$ cat config.mk
export PLATFORM = sky130hd
export DESIGN_NAME = sis_cell
export DESIGN_NICKNAME = d
export VERILOG_FILES = /design/src/hdl/sis_pkg.sv /design/src/hdl/sis_cell.sv
export SDC_FILE = /design/constraint.sdc
export NUM_CORES = 1
export LEC_CHECK = 0
export BUFFER_PORTS_ARGS = -buffer_cell sky130_fd_sc_hd__buf_2
export CAP_MARGIN = 10
export CORE_ASPECT_RATIO = 0.7
export CORE_MARGIN = 5
export CORE_UTILIZATION = 30
export DETAILED_ROUTE_END_ITERATION = 8
export SETUP_SLACK_MARGIN = 0.2
export SYNTH_ARGS = -nofsm -noshare
export SYNTH_HDL_FRONTEND = slang
export SYNTH_SLANG_ARGS = --single-unit
$ cat constraint.sdc
create_clock -name clk -period 6.3 [get_ports clk]
set_input_delay 0 -clock clk [delete_from_list [all_inputs] [get_ports clk]]
set_output_delay 0 -clock clk [all_outputs]
set_load 0.05 [all_outputs]
$ cat src/hdl/sis_pkg.sv
// shared types, codes and widths for the sorted id set
package sis_pkg;

  localparam int KEY_W           = 32;
  localparam int IDX_W           = 8;
  localparam int CAP_W           = 9;
  localparam int STAT_W          = 3;
  localparam int TALLY_W         = 32;
  localparam int MAX_ENTRIES_DEF = 256;

  // request kinds
  localparam logic [1:0] MODE_ADD      = 2'd0;
  localparam logic [1:0] MODE_REMOVE   = 2'd1;
  localparam logic [1:0] MODE_CONTAINS = 2'd2;
  localparam logic [1:0] MODE_READ     = 2'd3;

  // result status codes
  localparam logic [STAT_W-1:0] ST_OK        = 3'd0;
  localparam logic [STAT_W-1:0] ST_ZERO_ID   = 3'd1;
  localparam logic [STAT_W-1:0] ST_NO_STORE  = 3'd2;
  localparam logic [STAT_W-1:0] ST_FULL      = 3'd3;
  localparam logic [STAT_W-1:0] ST_EMPTY     = 3'd4;
  localparam logic [STAT_W-1:0] ST_NOT_FOUND = 3'd5;

  // cell update operations
  localparam logic [1:0] OP_HOLD = 2'd0;
  localparam logic [1:0] OP_INS  = 2'd1;
  localparam logic [1:0] OP_REM  = 2'd2;

  // broadcast control from the sequencer to every cell
  typedef struct packed {
    logic       cmp;
    logic [1:0] op;
  } sis_ctl_t;

endpackage

$ cat src/hdl/sis_cell.sv
// one storage cell of the sorted chain: compare, shift and read select
module sis_cell import sis_pkg::*; #(
  parameter int CELL_IDX = 0,
  parameter int CNT_W    = 9
) (
  input  logic             clk,
  input  sis_ctl_t         ctl,
  input  logic [KEY_W-1:0] cmp_key,
  input  logic [IDX_W-1:0] cmp_index,
  input  logic [KEY_W-1:0] ins_key,
  input  logic [CNT_W-1:0] fill_count,
  input  logic             left_lt,
  input  logic [KEY_W-1:0] left_entry,
  input  logic [KEY_W-1:0] right_entry,
  output logic             lt,
  output logic             eq,
  output logic [KEY_W-1:0] rd_val,
  output logic [KEY_W-1:0] entry
);

  logic [KEY_W-1:0] entry_r;
  logic [KEY_W-1:0] entry_nxt;
  logic             lt_r;
  logic             eq_r;
  logic [KEY_W-1:0] rd_r;
  logic             occ;

  assign occ = (CELL_IDX < int'(fill_count));

  // compare phase, taken when a request is transferred in
  always_ff @(posedge clk) begin
    if (ctl.cmp) begin
      lt_r <= occ && (entry_r < cmp_key);
      eq_r <= occ && (entry_r == cmp_key);
      rd_r <= (occ && (CELL_IDX == int'(cmp_index))) ? entry_r : '0;
    end
  end

  // update phase: insert opens a gap to the right, remove closes it from the right
  always_comb begin
    entry_nxt = entry_r;
    case (ctl.op)
      OP_INS: begin
        if (!lt_r) begin
          entry_nxt = left_lt ? ins_key : left_entry;
        end
      end
      OP_REM: begin
        if (!lt_r) begin
          entry_nxt = right_entry;
        end
      end
      default: entry_nxt = entry_r;
    endcase
  end

  always_ff @(posedge clk) begin
    entry_r <= entry_nxt;
  end

  assign lt     = lt_r;
  assign eq     = eq_r;
  assign rd_val = rd_r;
  assign entry  = entry_r;

endmodule

==> summary.txt <==
# H-tree levels: 3
Cts repair resizes: 0
FP Rows: 34
Layout Nets: 752
Setup violations, final: 0
Detail Route Antenna Nets: 0
Synth Area in Compound Gates: 0.0804
Num CTS Buffers: 9
First-pass DRT Iterations: 4
Final Cycle Share: 0.335
DR WL/cell: 15.5 um
# DRC: 0
Top-area cell type share of the netlist area: 0.520
Synth area leaders: edfxtp_1 (52%), ha_1 (11%), mux2i_1 (8.4%)
Die area: 15,100 um2
GRT Total Usage: 0.149
Gpl congestion: 0.853
XOR/XNOR Fraction of Synth Area: 0.00230
Layout cell share with drive strength beyond 1: 0.460
Sequential power share: 0.416
Net Count, Synth: 512
Core area: 12,400 um2
Vias in the first global route: 3,411
Die X: 145 um
CP Launch Type: flip-flop
Slew margin rel.: 0.343
Hold wc startpoint: right_entry[14]
Actual slew at the worst max-slew pin: 0.985 ns
Net Sw Power: 358 uW
Vias per std cell: 4.40
Clk pin slew, worst setup/hold paths: 0.05 ns
RSZ-0062 raised after global routing: no
Critical path endpoint category: flip-flop
Mean Syn Cell Area: 11.5 um2
Port bufs: 215
Synthesis-stage register bit count: 66
Max Buffers Root-to-Sink: 2
Most frequent cell after synthesis: edfxtp_1
Unique masters post-synth: 29
Worst Path Max Fanout: 3
Slew Limit Fails: 0
Final min period: 2.11 ns
Proportion of synthesized area in mux cells: 0.0840
CP arrival: 2.16 ns
EDFF count, synth: 66
Post-DP HPWL: 8930 um
Grt total ovfl: 0
Worst EP required: 6.35 ns
Drt total wl: 11,400 um
Combinational family with the most area after synthesis: simple AND/OR/NAND/NOR gates
Status: complete, no violations
Post-synthesis instance total: 330
Starting Density: 0.307
Post CTS Setup Buffer Count: 0
CTS Root Buffer Type: clkbuf_16
Combinational power share: 0.217
CTS tree: yes
Initial antenna violation count: 0
Maxcap violations: 0
First-pass GRT wire length: 17,400 um
Pleak: 0.00272 uW
Post-synth top area cell: edfxtp_1
Top_reg_cell synth: edfxtp_1
TritonCTS Sinks: 66
Peak supply drop: 0.162 mV
Via count: 3,245
Commonest cells in the synthesized netlist: edfxtp_1 (66), nand2_1 (40), o21ai_0 (35), inv_1 (33)
Peak Freq: 474 MHz
Final Hold Viols: 0
Synthesized area: 3810 um2
Crit Path Class: flip-flop to flip-flop
Skew final: 0.00608 ns
Area growth syn-to-layout: 46.9%
FFs w/ async S/R, synth: 0
R2r startpoint: entry[26]$_DFFE_PP_
Ys Warns: 0
Cell internal pwr: 918 uW
Type of the tightest min-delay check: input pin to flip-flop
Io pins: 216
Die Y: 104 um
Synth Area in Simple Gates: 0.155
Pin count of the biggest net entering global routing: 65
Sequential area share after synthesis: 0.520
# hold bufs at CTS: 26
Clock power frac: 0.368
Sw Ratio: 0.281
Crit. Startpoint: entry[26]$_DFFE_PP_
PwrDens: 228 nW/um2
Setup TNS: 0 ns
1st-iter DRT viols: 126
Cells after DPL: 694
Clk Latency, worst-skew pair: 0.32 ns
Adder-cell share of the synthesized area: 0.105
Non-Filler Instances: 737
==> per-stage QoR <==
step / hold WS, ns / power, uW / utilization / area (um2) / setup slack [ns]
final: 0.00867 / 1280 / 0.451 / 5600 / 4.19
after global routing: 0.00833 / 1340 / 0.451 / 5600 / 4.00
after CTS: 0.00343 / 1290 / 0.448 / 5570 / 4.17
after detailed placement: 0.287 / 804 / 0.405 / 5030 / 4.20
after global placement: 0.283 / 797 / 0.405 / 5030 / 4.27
after floorplan: 0.112 / 699 / - / 3810 / 3.83
==> path summary, 6_finish.rpt <==
kind / slack, ns / depth (start not counted) / end
max reg2reg: 4.19 / 6 / lt$_DFFE_PP_
min reg2reg: 0.59 / 1 / rd_val[27]$_SDFFCE_PN0P_
max: 4.19 / 6 / lt$_DFFE_PP_
min: 0.009 / 3 / entry[14]$_DFFE_PP_
==> power groups by stage <==
stage | Combinational (uW) | Clock [uW] | Sequential [uW]
after detailed placement | 265 | 0 | 540
after global routing | 301 | 503 | 534
final | 277 | 469 | 530
after floorplan | 79.0 | 0 | 620
after CTS | 278 | 485 | 531
after global placement | 260 | 0 | 538
==> placed cells by master, fill, tap and decap left out, types with 9 or more instances in the layout <==
cell           instances
a21oi_1               12
clkbuf_16              9
ha_1                  32
nand2_1               40
buf_2                215
inv_1                 33
dlygate4sd3_1         26
edfxtp_1              66
o21ai_0               35
mux2i_1               32
and2_4                30
==> critical path, stage by stage (launching register included) <==
cell and delay, ns:
edfxtp_1 0.42, ha_1 0.34, nand4_1 0.17, nor4_1 0.48, nand3_1 0.18, a21oi_1 0.18
a211oi_1 0.07
==> state kept, by name, indices dropped and copies added, names as in the netlist <==
signal / flops
eq: 1
lt: 1
entry: 32
rd_val: 32
==> layer usage <==
metal / global-route usage / share of wire / wire, um
met5: 0 / 0 / 0
met4: 0.0453 / 0.016 / 181
met3: 0.0455 / 0.071 / 809
met2: 0.249 / 0.49 / 5570
met1: 0.185 / 0.43 / 4880
==> cell type report <==
class / count / area, um2
repair buffers: 243 / 1370
fillers: 1179 / 6820
inverters: 33 / 124
multi-input cells: 217 / 1640
clock inverters: 4 / 43.8
diodes: 1 / 2.50
flip-flops and latches: 66 / 1980
well taps: 162 / 203
clock buffers: 11 / 233
==> kinds of logic (layout without fill, tap and decap cells) <==
family          Yosys count  count (layout)
buf+inv                  47             291
mux                      32              32
flops                    66              66
other cells               0               1
compound gates           56              56
simple gates             96              96
fa+ha+maj                32              32
xor+xnor                  1               1
(Power assumes the default switching activity.)
